`config.mk`:
```
export PLATFORM = sky130hd
export DESIGN_NAME = foc_current_loop_front_end
export DESIGN_NICKNAME = d
export VERILOG_FILES = /design/src/focl_pkg.sv /design/src/focl_cordic.sv /design/src/focl_mac.sv /design/src/foc_current_loop_front_end.sv
export SDC_FILE = /design/constraint.sdc
export NUM_CORES = 2
export LEC_CHECK = 0
export ABC_AREA = 1
export BUFFER_PORTS_ARGS = -buffer_cell sky130_fd_sc_hd__buf_2
export CORE_AREA = 2 2 390 489
export CTS_CLUSTER_SIZE = 40
export DETAILED_ROUTE_END_ITERATION = 8
export DIE_AREA = 0 0 392 491
export GPL_TIMING_DRIVEN = 0
export HOLD_SLACK_MARGIN = 0.08
export PLACE_DENSITY = 0.67
export SLEW_MARGIN = 20
export SYNTH_ARGS = -nofsm -noshare
export SYNTH_HDL_FRONTEND = slang
export SYNTH_SLANG_ARGS = --single-unit
```
`constraint.sdc`:
```
create_clock -name clk -period 9.4 [get_ports clk]
set_input_delay 0.94 -clock clk [delete_from_list [all_inputs] [get_ports clk]]
set_output_delay 0.94 -clock clk [all_outputs]
set_load 0.02 [all_outputs]
```
`src/focl_pkg.sv`:
```
// ----------------------------------------------------------------------------
// focl_pkg
// Shared types, constants and the CORDIC arctangent table for the FOC
// current loop front end.
// ----------------------------------------------------------------------------
`default_nettype none

package focl_pkg;

  // Configuration register indexes
  localparam int CFG_IDX_W = 2;
  localparam logic [CFG_IDX_W-1:0] REG_D_PROP = 2'd0;
  localparam logic [CFG_IDX_W-1:0] REG_D_INT  = 2'd1;
  localparam logic [CFG_IDX_W-1:0] REG_Q_PROP = 2'd2;
  localparam logic [CFG_IDX_W-1:0] REG_Q_INT  = 2'd3;
  localparam logic [15:0] GAIN_RESET = 16'd4096;

  // Shared multiplier geometry
  localparam int MUL_A_W = 27;
  localparam int MUL_B_W = 33;
  localparam int PROD_W  = 60;

  // Fixed-point constants
  localparam int ATAN_COUNT = 26;
  localparam logic signed [32:0] CORDIC_ONE = 33'sd652032874;
  localparam logic signed [MUL_B_W-1:0] INV_SQRT3_Q16 = 33'sd37837;
  localparam logic signed [MUL_B_W-1:0] MS_Q40 = 33'sd1099511628;
  localparam logic signed [33:0] INT_LIMIT = 34'sd1073741824;
  localparam logic signed [PROD_W-1:0] OUT_LIMIT = 60'sd16384;

  // Sequencer states
  typedef enum logic [2:0] {
    ST_IDLE,
    ST_ROT,
    ST_MUL,
    ST_ACC,
    ST_OUT
  } state_t;

  // Multiply-accumulate steps, in issue order
  typedef enum logic [3:0] {
    OP_BETA,
    OP_AC,
    OP_BS,
    OP_BC,
    OP_AS,
    OP_DI,
    OP_DP,
    OP_DK,
    OP_QI,
    OP_QP,
    OP_QK
  } op_t;

  // atan(2^-i) with 2^32 counts per turn
  function automatic logic signed [31:0] atan_val(input logic [4:0] i);
    logic signed [31:0] v;
    begin
      unique case (i)
        5'd0:  v = 32'sd536870912;
        5'd1:  v = 32'sd316933406;
        5'd2:  v = 32'sd167458907;
        5'd3:  v = 32'sd85004756;
        5'd4:  v = 32'sd42667331;
        5'd5:  v = 32'sd21354465;
        5'd6:  v = 32'sd10680862;
        5'd7:  v = 32'sd5340245;
        5'd8:  v = 32'sd2670163;
        5'd9:  v = 32'sd1335087;
        5'd10: v = 32'sd667544;
        5'd11: v = 32'sd333772;
        5'd12: v = 32'sd166886;
        5'd13: v = 32'sd83443;
        5'd14: v = 32'sd41721;
        5'd15: v = 32'sd20860;
        5'd16: v = 32'sd10430;
        5'd17: v = 32'sd5215;
        5'd18: v = 32'sd2607;
        5'd19: v = 32'sd1303;
        5'd20: v = 32'sd651;
        5'd21: v = 32'sd325;
        5'd22: v = 32'sd162;
        5'd23: v = 32'sd81;
        5'd24: v = 32'sd40;
        5'd25: v = 32'sd20;
        default: v = 32'sd0;
      endcase
      return v;
    end
  endfunction

endpackage

`default_nettype wire

```
`src/focl_cordic.sv`:
```
// ----------------------------------------------------------------------------
// focl_cordic
// Iterative rotation-mode CORDIC, one micro-rotation per cycle, with
// quadrant folding and rounding of sin and cos to TRIG_BITS-2 fraction bits.
// ----------------------------------------------------------------------------
`default_nettype none

module focl_cordic
  import focl_pkg::*;
#(
  parameter int ANGLE_BITS = 16,
  parameter int TRIG_BITS  = 16
) (
  input  logic                        clk,
  input  logic                        rst,
  input  logic                        start,
  input  logic [15:0]                 angle,
  output logic                        done,
  output logic signed [TRIG_BITS-1:0] sin_val,
  output logic signed [TRIG_BITS-1:0] cos_val
);

  localparam int STEPS = (TRIG_BITS + 2 < ATAN_COUNT) ? TRIG_BITS + 2 : ATAN_COUNT;
  localparam int CNT_W = $clog2(STEPS + 1);
  localparam int CLR   = (ANGLE_BITS < 16) ? 16 - ANGLE_BITS : 0;
  localparam int SH    = 32 - TRIG_BITS;

  logic                    busy;
  logic [CNT_W-1:0]        cnt;
  logic [1:0]              quad;
  logic signed [32:0]      x;
  logic signed [32:0]      y;
  logic signed [31:0]      z;
  logic [15:0]             ang_m;
  logic signed [32:0]      dx;
  logic signed [32:0]      dy;
  logic signed [31:0]      atan;
  logic signed [32:0]      x_rnd;
  logic signed [32:0]      y_rnd;
  logic signed [TRIG_BITS-1:0] cs;
  logic signed [TRIG_BITS-1:0] sn;
  logic signed [TRIG_BITS-1:0] sin_next;
  logic signed [TRIG_BITS-1:0] cos_next;

  // Drop angle bits below the configured resolution
  assign ang_m = (angle >> CLR) << CLR;

  // Shift-add terms for the current step
  assign dx   = y >>> cnt;
  assign dy   = x >>> cnt;
  assign atan = atan_val(5'(cnt));

  // Round half up to the output precision
  assign x_rnd = (x + (33'sd1 <<< (SH - 1))) >>> SH;
  assign y_rnd = (y + (33'sd1 <<< (SH - 1))) >>> SH;
  assign cs    = TRIG_BITS'(x_rnd);
  assign sn    = TRIG_BITS'(y_rnd);

  // Fold the first-quadrant result into the full turn
  always_comb begin
    case (quad)
      2'd0: begin
        cos_next = cs;
        sin_next = sn;
      end
      2'd1: begin
        cos_next = -sn;
        sin_next = cs;
      end
      2'd2: begin
        cos_next = -cs;
        sin_next = -sn;
      end
      default: begin
        cos_next = sn;
        sin_next = -cs;
      end
    endcase
  end

  // Control: start, iterate, finish
  always_ff @(posedge clk) begin
    if (rst) begin
      busy <= 1'b0;
      done <= 1'b0;
    end else begin
      done <= 1'b0;
      if (start) begin
        busy <= 1'b1;
      end else if (busy && cnt == CNT_W'(STEPS)) begin
        busy <= 1'b0;
        done <= 1'b1;
      end
    end
  end

  // Datapath: micro-rotations and result capture
  always_ff @(posedge clk) begin
    if (start) begin
      cnt  <= '0;
      x    <= CORDIC_ONE;
      y    <= '0;
      z    <= signed'({2'b00, ang_m[13:0], 16'h0000});
      quad <= ang_m[15:14];
    end else if (busy) begin
      if (cnt == CNT_W'(STEPS)) begin
        sin_val <= sin_next;
        cos_val <= cos_next;
      end else begin
        cnt <= cnt + 1'b1;
        if (z >= 0) begin
          x <= x - dx;
          y <= y + dy;
          z <= z - atan;
        end else begin
          x <= x + dx;
          y <= y - dy;
          z <= z + atan;
        end
      end
    end
  end

endmodule

`default_nettype wire

```
`src/focl_mac.sv`:
```
// ----------------------------------------------------------------------------
// focl_mac
// Shared signed multiplier with a registered product.
// ----------------------------------------------------------------------------
`default_nettype none

module focl_mac
  import focl_pkg::*;
(
  input  logic                      clk,
  input  logic                      en,
  input  logic signed [MUL_A_W-1:0] a,
  input  logic signed [MUL_B_W-1:0] b,
  output logic signed [PROD_W-1:0]  prod
);

  // Register the product
  always_ff @(posedge clk) begin
    if (en) begin
      prod <= PROD_W'(a * b);
    end
  end

endmodule

`default_nettype wire

```
`src/foc_current_loop_front_end.sv`:
```
// ----------------------------------------------------------------------------
// foc_current_loop_front_end
// Clarke and Park transforms plus d and q PI current controllers.
// ----------------------------------------------------------------------------
// One word in gives one word out. A new word is taken only once the
// previous one has been handed to the output register. A word passes
// through the accepting cycle, TRIG_BITS + 2 CORDIC micro-rotations (at
// most ATAN_COUNT), the capture of sin and cos, the exit from the rotation
// step, eleven multiplies through the one shared multiplier, each a
// multiply state and an accumulate state, and the hand-off of the result
// to the output register. The input stalls while a word is in work; a
// finished result waits in the output register while the next word is
// taken. If the previous result is still stalled there, the new one waits
// in the sequencer and the input stays stalled.
`default_nettype none

module foc_current_loop_front_end
  import focl_pkg::*;
#(
  parameter int ANGLE_BITS = 16,
  parameter int TRIG_BITS  = 16
) (
  input  logic                 clk,
  input  logic                 rst,
  input  logic                 cfg_write_en,
  input  logic [CFG_IDX_W-1:0] cfg_index,
  input  logic [15:0]          cfg_data,
  input  logic                 in_valid,
  output logic                 in_stall,
  input  logic signed [15:0]   phase_a_current,
  input  logic signed [15:0]   phase_b_current,
  input  logic [15:0]          rotor_angle,
  input  logic signed [15:0]   d_current_target,
  input  logic signed [15:0]   q_current_target,
  output logic                 out_valid,
  input  logic                 out_stall,
  output logic signed [15:0]   d_voltage_cmd,
  output logic signed [15:0]   q_voltage_cmd,
  output logic signed [15:0]   d_current_measured,
  output logic signed [15:0]   q_current_measured
);

  localparam int SH_MEAS = TRIG_BITS + 6;

  state_t state;
  state_t state_next;
  op_t    op;

  logic in_accept;
  logic out_load;
  logic mul_en;
  logic cordic_done;
  logic signed [TRIG_BITS-1:0] sn;
  logic signed [TRIG_BITS-1:0] cs;

  logic [15:0] d_prop_gain;
  logic [15:0] d_int_gain;
  logic [15:0] q_prop_gain;
  logic [15:0] q_int_gain;
  logic signed [31:0] d_integral;
  logic signed [31:0] q_integral;

  logic signed [15:0] a_r;
  logic signed [15:0] b_r;
  logic signed [15:0] dt_r;
  logic signed [15:0] qt_r;
  logic signed [24:0] beta;
  logic signed [PROD_W-1:0] acc;
  logic signed [16:0] ed;
  logic signed [16:0] eq;
  logic signed [15:0] dm;
  logic signed [15:0] qm;
  logic signed [15:0] vd;
  logic signed [15:0] vq;

  logic signed [MUL_A_W-1:0] mul_a;
  logic signed [MUL_B_W-1:0] mul_b;
  logic signed [PROD_W-1:0]  prod;
  logic signed [17:0]        ab2;

  logic signed [PROD_W-1:0] sum_add;
  logic signed [PROD_W-1:0] sum_sub;
  logic signed [PROD_W-1:0] meas_src;
  logic signed [PROD_W-1:0] meas_rnd;
  logic signed [15:0]       meas_sat;
  logic signed [16:0]       err;
  logic signed [PROD_W-1:0] istep;
  logic signed [31:0]       int_src;
  logic signed [33:0]       int_sum;
  logic signed [31:0]       int_clamped;
  logic signed [PROD_W-1:0] out_rnd;
  logic signed [15:0]       out_clamped;

  assign in_accept = in_valid && !in_stall;

  // Sine and cosine of the rotor angle
  focl_cordic #(
    .ANGLE_BITS(ANGLE_BITS),
    .TRIG_BITS (TRIG_BITS)
  ) u_cordic (
    .clk    (clk),
    .rst    (rst),
    .start  (in_accept),
    .angle  (rotor_angle),
    .done   (cordic_done),
    .sin_val(sn),
    .cos_val(cs)
  );

  // Shared multiplier
  focl_mac u_mac (
    .clk (clk),
    .en  (mul_en),
    .a   (mul_a),
    .b   (mul_b),
    .prod(prod)
  );

  // Next state
  always_comb begin
    state_next = state;
    unique case (state)
      ST_IDLE: if (in_valid) state_next = ST_ROT;
      ST_ROT:  if (cordic_done) state_next = ST_MUL;
      ST_MUL:  state_next = ST_ACC;
      ST_ACC:  if (op == OP_QK) state_next = ST_OUT;
               else state_next = ST_MUL;
      ST_OUT:  if (!out_valid || !out_stall) state_next = ST_IDLE;
      default: state_next = ST_IDLE;
    endcase
  end

  // Sequencer outputs
  always_comb begin
    in_stall = (state != ST_IDLE);
    mul_en   = (state == ST_MUL);
    out_load = (state == ST_OUT) && (!out_valid || !out_stall);
  end

  always_ff @(posedge clk) begin
    if (rst) begin
      state <= ST_IDLE;
    end else begin
      state <= state_next;
    end
  end

  // Select multiplier operands for each step
  assign ab2 = 18'(a_r) + (18'(b_r) <<< 1);

  always_comb begin
    case (op)
      OP_BETA: begin
        mul_a = MUL_A_W'(ab2);
        mul_b = INV_SQRT3_Q16;
      end
      OP_AC: begin
        mul_a = MUL_A_W'(a_r);
        mul_b = MUL_B_W'(cs);
      end
      OP_BS: begin
        mul_a = MUL_A_W'(beta);
        mul_b = MUL_B_W'(sn);
      end
      OP_BC: begin
        mul_a = MUL_A_W'(beta);
        mul_b = MUL_B_W'(cs);
      end
      OP_AS: begin
        mul_a = MUL_A_W'(a_r);
        mul_b = MUL_B_W'(sn);
      end
      OP_DI: begin
        mul_a = MUL_A_W'(ed);
        mul_b = MS_Q40;
      end
      OP_DP: begin
        mul_a = signed'({11'b0, d_prop_gain});
        mul_b = MUL_B_W'(ed);
      end
      OP_DK: begin
        mul_a = signed'({11'b0, d_int_gain});
        mul_b = MUL_B_W'(d_integral);
      end
      OP_QI: begin
        mul_a = MUL_A_W'(eq);
        mul_b = MS_Q40;
      end
      OP_QP: begin
        mul_a = signed'({11'b0, q_prop_gain});
        mul_b = MUL_B_W'(eq);
      end
      OP_QK: begin
        mul_a = signed'({11'b0, q_int_gain});
        mul_b = MUL_B_W'(q_integral);
      end
      default: begin
        mul_a = '0;
        mul_b = '0;
      end
    endcase
  end

  // Measured current: round, saturate, form the error
  assign sum_add  = acc + prod;
  assign sum_sub  = acc - (prod <<< 8);
  assign meas_src = (op == OP_BS) ? sum_add : sum_sub;
  assign meas_rnd = (meas_src + (60'sd1 <<< (SH_MEAS - 1))) >>> SH_MEAS;
  always_comb begin
    if (meas_rnd > 60'sd32767) begin
      meas_sat = 16'sh7fff;
    end else if (meas_rnd < -60'sd32768) begin
      meas_sat = -16'sh8000;
    end else begin
      meas_sat = 16'(meas_rnd);
    end
  end
  assign err = (op == OP_BS) ? (17'(dt_r) - 17'(meas_sat)) : (17'(qt_r) - 17'(meas_sat));

  // Integrator step with clamp
  assign istep   = (prod + 60'sd131072) >>> 18;
  assign int_src = (op == OP_DI) ? d_integral : q_integral;
  assign int_sum = 34'(int_src) + 34'(istep);
  always_comb begin
    if (int_sum > INT_LIMIT) begin
      int_clamped = 32'(INT_LIMIT);
    end else if (int_sum < -INT_LIMIT) begin
      int_clamped = 32'(-INT_LIMIT);
    end else begin
      int_clamped = 32'(int_sum);
    end
  end

  // Controller output: round and clamp
  assign out_rnd = (sum_add + 60'sd134217728) >>> 28;
  always_comb begin
    if (out_rnd > OUT_LIMIT) begin
      out_clamped = 16'(OUT_LIMIT);
    end else if (out_rnd < -OUT_LIMIT) begin
      out_clamped = 16'(-OUT_LIMIT);
    end else begin
      out_clamped = 16'(out_rnd);
    end
  end

  // Configuration registers and integrator state
  always_ff @(posedge clk) begin
    if (rst) begin
      d_prop_gain <= GAIN_RESET;
      d_int_gain  <= GAIN_RESET;
      q_prop_gain <= GAIN_RESET;
      q_int_gain  <= GAIN_RESET;
      d_integral  <= '0;
      q_integral  <= '0;
    end else begin
      if (cfg_write_en) begin
        unique case (cfg_index)
          REG_D_PROP: d_prop_gain <= cfg_data;
          REG_D_INT:  d_int_gain  <= cfg_data;
          REG_Q_PROP: q_prop_gain <= cfg_data;
          REG_Q_INT:  q_int_gain  <= cfg_data;
          default: ;
        endcase
      end
      if (state == ST_ACC && op == OP_DI) d_integral <= int_clamped;
      if (state == ST_ACC && op == OP_QI) q_integral <= int_clamped;
    end
  end

  // Capture the word and advance through the steps
  always_ff @(posedge clk) begin
    if (in_accept) begin
      a_r  <= phase_a_current;
      b_r  <= phase_b_current;
      dt_r <= d_current_target;
      qt_r <= q_current_target;
      op   <= OP_BETA;
    end else if (state == ST_ACC) begin
      if (op != OP_QK) op <= op_t'(op + 4'd1);
      case (op)
        OP_BETA: beta <= 25'((prod + 60'sd128) >>> 8);
        OP_AC:   acc  <= prod <<< 8;
        OP_BS: begin
          dm <= meas_sat;
          ed <= err;
        end
        OP_BC:   acc  <= prod;
        OP_AS: begin
          qm <= meas_sat;
          eq <= err;
        end
        OP_DP:   acc  <= prod <<< 22;
        OP_DK:   vd   <= out_clamped;
        OP_QP:   acc  <= prod <<< 22;
        OP_QK:   vq   <= out_clamped;
        default: ;
      endcase
    end
  end

  // Output register
  always_ff @(posedge clk) begin
    if (rst) begin
      out_valid <= 1'b0;
    end else if (out_load) begin
      out_valid <= 1'b1;
    end else if (!out_stall) begin
      out_valid <= 1'b0;
    end
  end

  always_ff @(posedge clk) begin
    if (out_load) begin
      d_voltage_cmd      <= vd;
      q_voltage_cmd      <= vq;
      d_current_measured <= dm;
      q_current_measured <= qm;
    end
  end

endmodule

`default_nettype wire

```
==> impl_metrics.json <==
{
  "outcome": "complete, but fails checks",
  "violations": "negative setup slack",
  "antenna_found_initial": 16,
  "period_share_pct": 100.4,
  "synth_most_common_cell": "nand2_1",
  "routed_wl_um": 360500,
  "fp.dieW_um": 392,
  "drtAntennaViolNets": 0,
  "avgRoutedWirePerCell_um": 24.78,
  "setup_tns_ps": -35.84,
  "area_delta_synth_final_pct": 13.37,
  "slowest_delay_ps": 640,
  "fin_area_sq_um": 95420,
  "rows": 178,
  "ys_ff_latch": 676,
  "critical_path.most_common_cell": "fa_1",
  "root_buffer": "clkbuf_16",
  "max_freq_ghz": 0.1060,
  "min_from": "phase_b_current[15]",
  "crit_fanout": 10,
  "reg2reg_depth": 38,
  "gr-usage-all-layers_pct": 36.80,
  "fin_worst_skew_ps": 72.52,
  "avgSynthCellArea_sq_um": 7.293,
  "numPortBuffers": 168,
  "gp_congestion": 1.043,
  "min_to": "b_r[15]",
  "synthTopCellsByArea": "fa_1 21%, edfxtp_1 15%, nand2_1 13%, inv_1 10%, ha_1 6.9%",
  "reg2reg_slack_ps": -40,
  "core-area_sq_um": 187500,
  "vias": 80792,
  "endpoint_kind": "flop",
  "drc": 0,
  "yosys_warnings": 0,
  "fin_crit_ps": 9436,
  "grt_max_degree": 31,
  "drt-initial-drc-count": 7632,
  "max_slew_margin_pct": 14.68,
  "rsz0062_at_grt": "yes",
  "required_ps": 9830,
  "fillers": 18685,
  "synth_ff_type": "edfxtp_1",
  "die_area_sq_um": 192500,
  "rr_endpoint": "u_mac.prod[57]",
  "initial_core_util_pct": 44.88,
  "place_area_sq_um": 89010,
  "critPathKind": "reg -> reg",
  "hold_path.class": "in -> reg",
  "arrival_ps": 9870,
  "cap_violations": 0,
  "synth_cells": 11541,
  "finalHoldViolations": 0,
  "globalRoute.totalOverflow": 0,
  "cp-start-kind": "flop",
  "die_y_um": 491,
  "grt_pass1_vias": 80417,
  "drt_pass1_iterations": 8,
  "synth_area_sq_um": 84170,
  "post-place-ws_ps": -2753,
  "netlist_top_cells_count": "2944 x nand2_1, 2266 x inv_1, 1061 x nor2_1, 894 x fa_1, 613 x o21ai_0",
  "synthArstFlopShare_pct": 0,
  "drive_above_1_share_pct": 10.41,
  "synth-edff-count": 419,
  "r2r-start": "op[1]",
  "htreeDepth": 3,
  "synth_top_area_share_pct": 21.26,
  "tightest_slew_ps": 1280,
  "synth_top_area_cell": "fa_1",
  "nNetsFinal": 13426,
  "setup_viol": 1,
  "seq_area_frac_synth_pct": 21.06,
  "syn_nets": 13002,
  "grt_pass1_wl_um": 519100,
  "pin_count": 169,
  "postLayoutCoreUtil_pct": 50.88,
  "clk_pin_slew_worst_paths_ps": 70,
  "slew_viol_final": 0,
  "clockBufferDepth": 3,
  "fin_ws_ps": -35.84,
  "cts_tree": "done",
  "hpwl_um": 301200,
  "viasPerCell": 5.553,
  "clkLatencyLatePin_ps": 750,
  "hold_depth": 1,
  "cts_sinks": 676,
  "cts_buffers": 75,
  "ys_types": 75,
  "slowest_stage": "a211oi_2"
}
routing by layer:
layer  part of all wire, %  vias to the layer above  global-route usage, %
met5                 0.010                        -                      0
met4                   7.9                        6                  24.13
met3                   8.0                     1080                  6.823
met2                    47                     3702                  61.05
met1                    37                    39070                  43.40
li1                      -                    36934                      -
placed cells by master (no fill, tap or decap), types with 25 or more instances in the layout:
cell       netlist  layout
edfxtp_1       419     419
a21oi_2          1      37
a21oi_1        545     496
ha_1           464     430
xnor2_1        119     119
buf_1           39      27
nand3_1        383     379
nand2_2         43      79
a22oi_1         43      43
o21bai_1        29      28
o21ai_0        613     596
fa_2             0      43
or2_2           26      25
mux2i_1         39      39
nor2_4          15      49
inv_2           41      75
inv_1         2266    2219
xor2_1         265     264
o211ai_1        51      51
clkbuf_2         0      62
nor2_2          44      83
nor2_1        1061     988
o21ai_1         33      40
o22ai_1         97      97
fa_1           894     851
buf_4            7     150
nand2_1       2944    2895
buf_12           1      26
clkbuf_16        0      82
ha_4             0      32
a31oi_1         48      41
clkbuf_1       241     129
dfxtp_1        257     256
nor3_1          82      79
nand4_1        107     107
buf_2           38     213
worst max-delay path, delay by kind of cell (launching register included):
kind	cells	cell delay (ps)
buffers and inverters	11	1570
AO/OA/AOI/OAI	10	2110
adder cells (fa/ha/maj)	9	4060
XOR/XNOR	1	90
flip-flops	1	370
AND/OR/NAND/NOR	7	880
sequential cells by signal, indices dropped and copies added, names as in the netlist, 17 cells and up:
name,cells
acc,60
u_mac.prod,60
u_cordic.x,33
u_cordic.y,33
d_integral,32
q_integral,32
u_cordic.z,32
u_cordic.atan,30
beta,25
ed,17
eq,17
kinds of logic (layout without fill, tap and decap cells):
group	count (synthesis)	in the layout	synth area share, %
other cells	0	8	0
fa+ha+maj	1358	1358	28.16
buf+inv	2668	3149	12.05
mux	40	40	0.4772
flops	676	676	21.06
simple gates	4799	4799	23.40
xor+xnor	385	385	4.015
compound gates	1615	1615	10.83
worst max-delay path by stage:
stage	from	to	slack [ps]	cells past startpoint
floorplan	a_r[1]	u_mac.prod[59]	330	38
global placement	op[0]	u_mac.prod[57]	-4410	43
detailed placement	op[0]	u_mac.prod[57]	-2750	42
CTS	a_r[1]	u_mac.prod[57]	-20	50
global route	a_r[1]	u_mac.prod[57]	-310	50
finish	op[1]	u_mac.prod[57]	-40	38
per-stage QoR:
stage                     cells  hold slack, ps
after floorplan           11541           400.3
after global placement    14229           400.6
after detailed placement  14268           404.5
after CTS                 14490           332.9
after global routing      14544           365.9
final                     14550           372.2
final cells by class:
class | instances | area [sq um] | share of cell area, %
clock inverter | 49 | 633.1 | 0.6635
timing repair buffer | 352 | 2815 | 2.950
sequential | 676 | 17730 | 18.58
multi-input combinational | 8197 | 58350 | 61.15
clock buffer | 85 | 1944 | 2.038
buffer | 326 | 1874 | 1.964
inverter | 2337 | 8899 | 9.326
tap | 2520 | 3153 | 3.304
antenna | 8 | 20.02 | 0.02098
repair_timing:
| item | in CTS | in global routing |
|---|---|---|
| pin swaps | 79 | 172 |
| hold buffers | 0 | 0 |
| setup endpoints to repair | 45 | 27 |
| setup buffers | 90 | 52 |
| endpoints found under the hold margin | 0 | 0 |
| gates resized for setup | 483 | 287 |
| cloned | 3 | 1 |
Power is not shown: default switching activity piles up to over one toggle a cycle in this logic, so the estimate is an artifact.
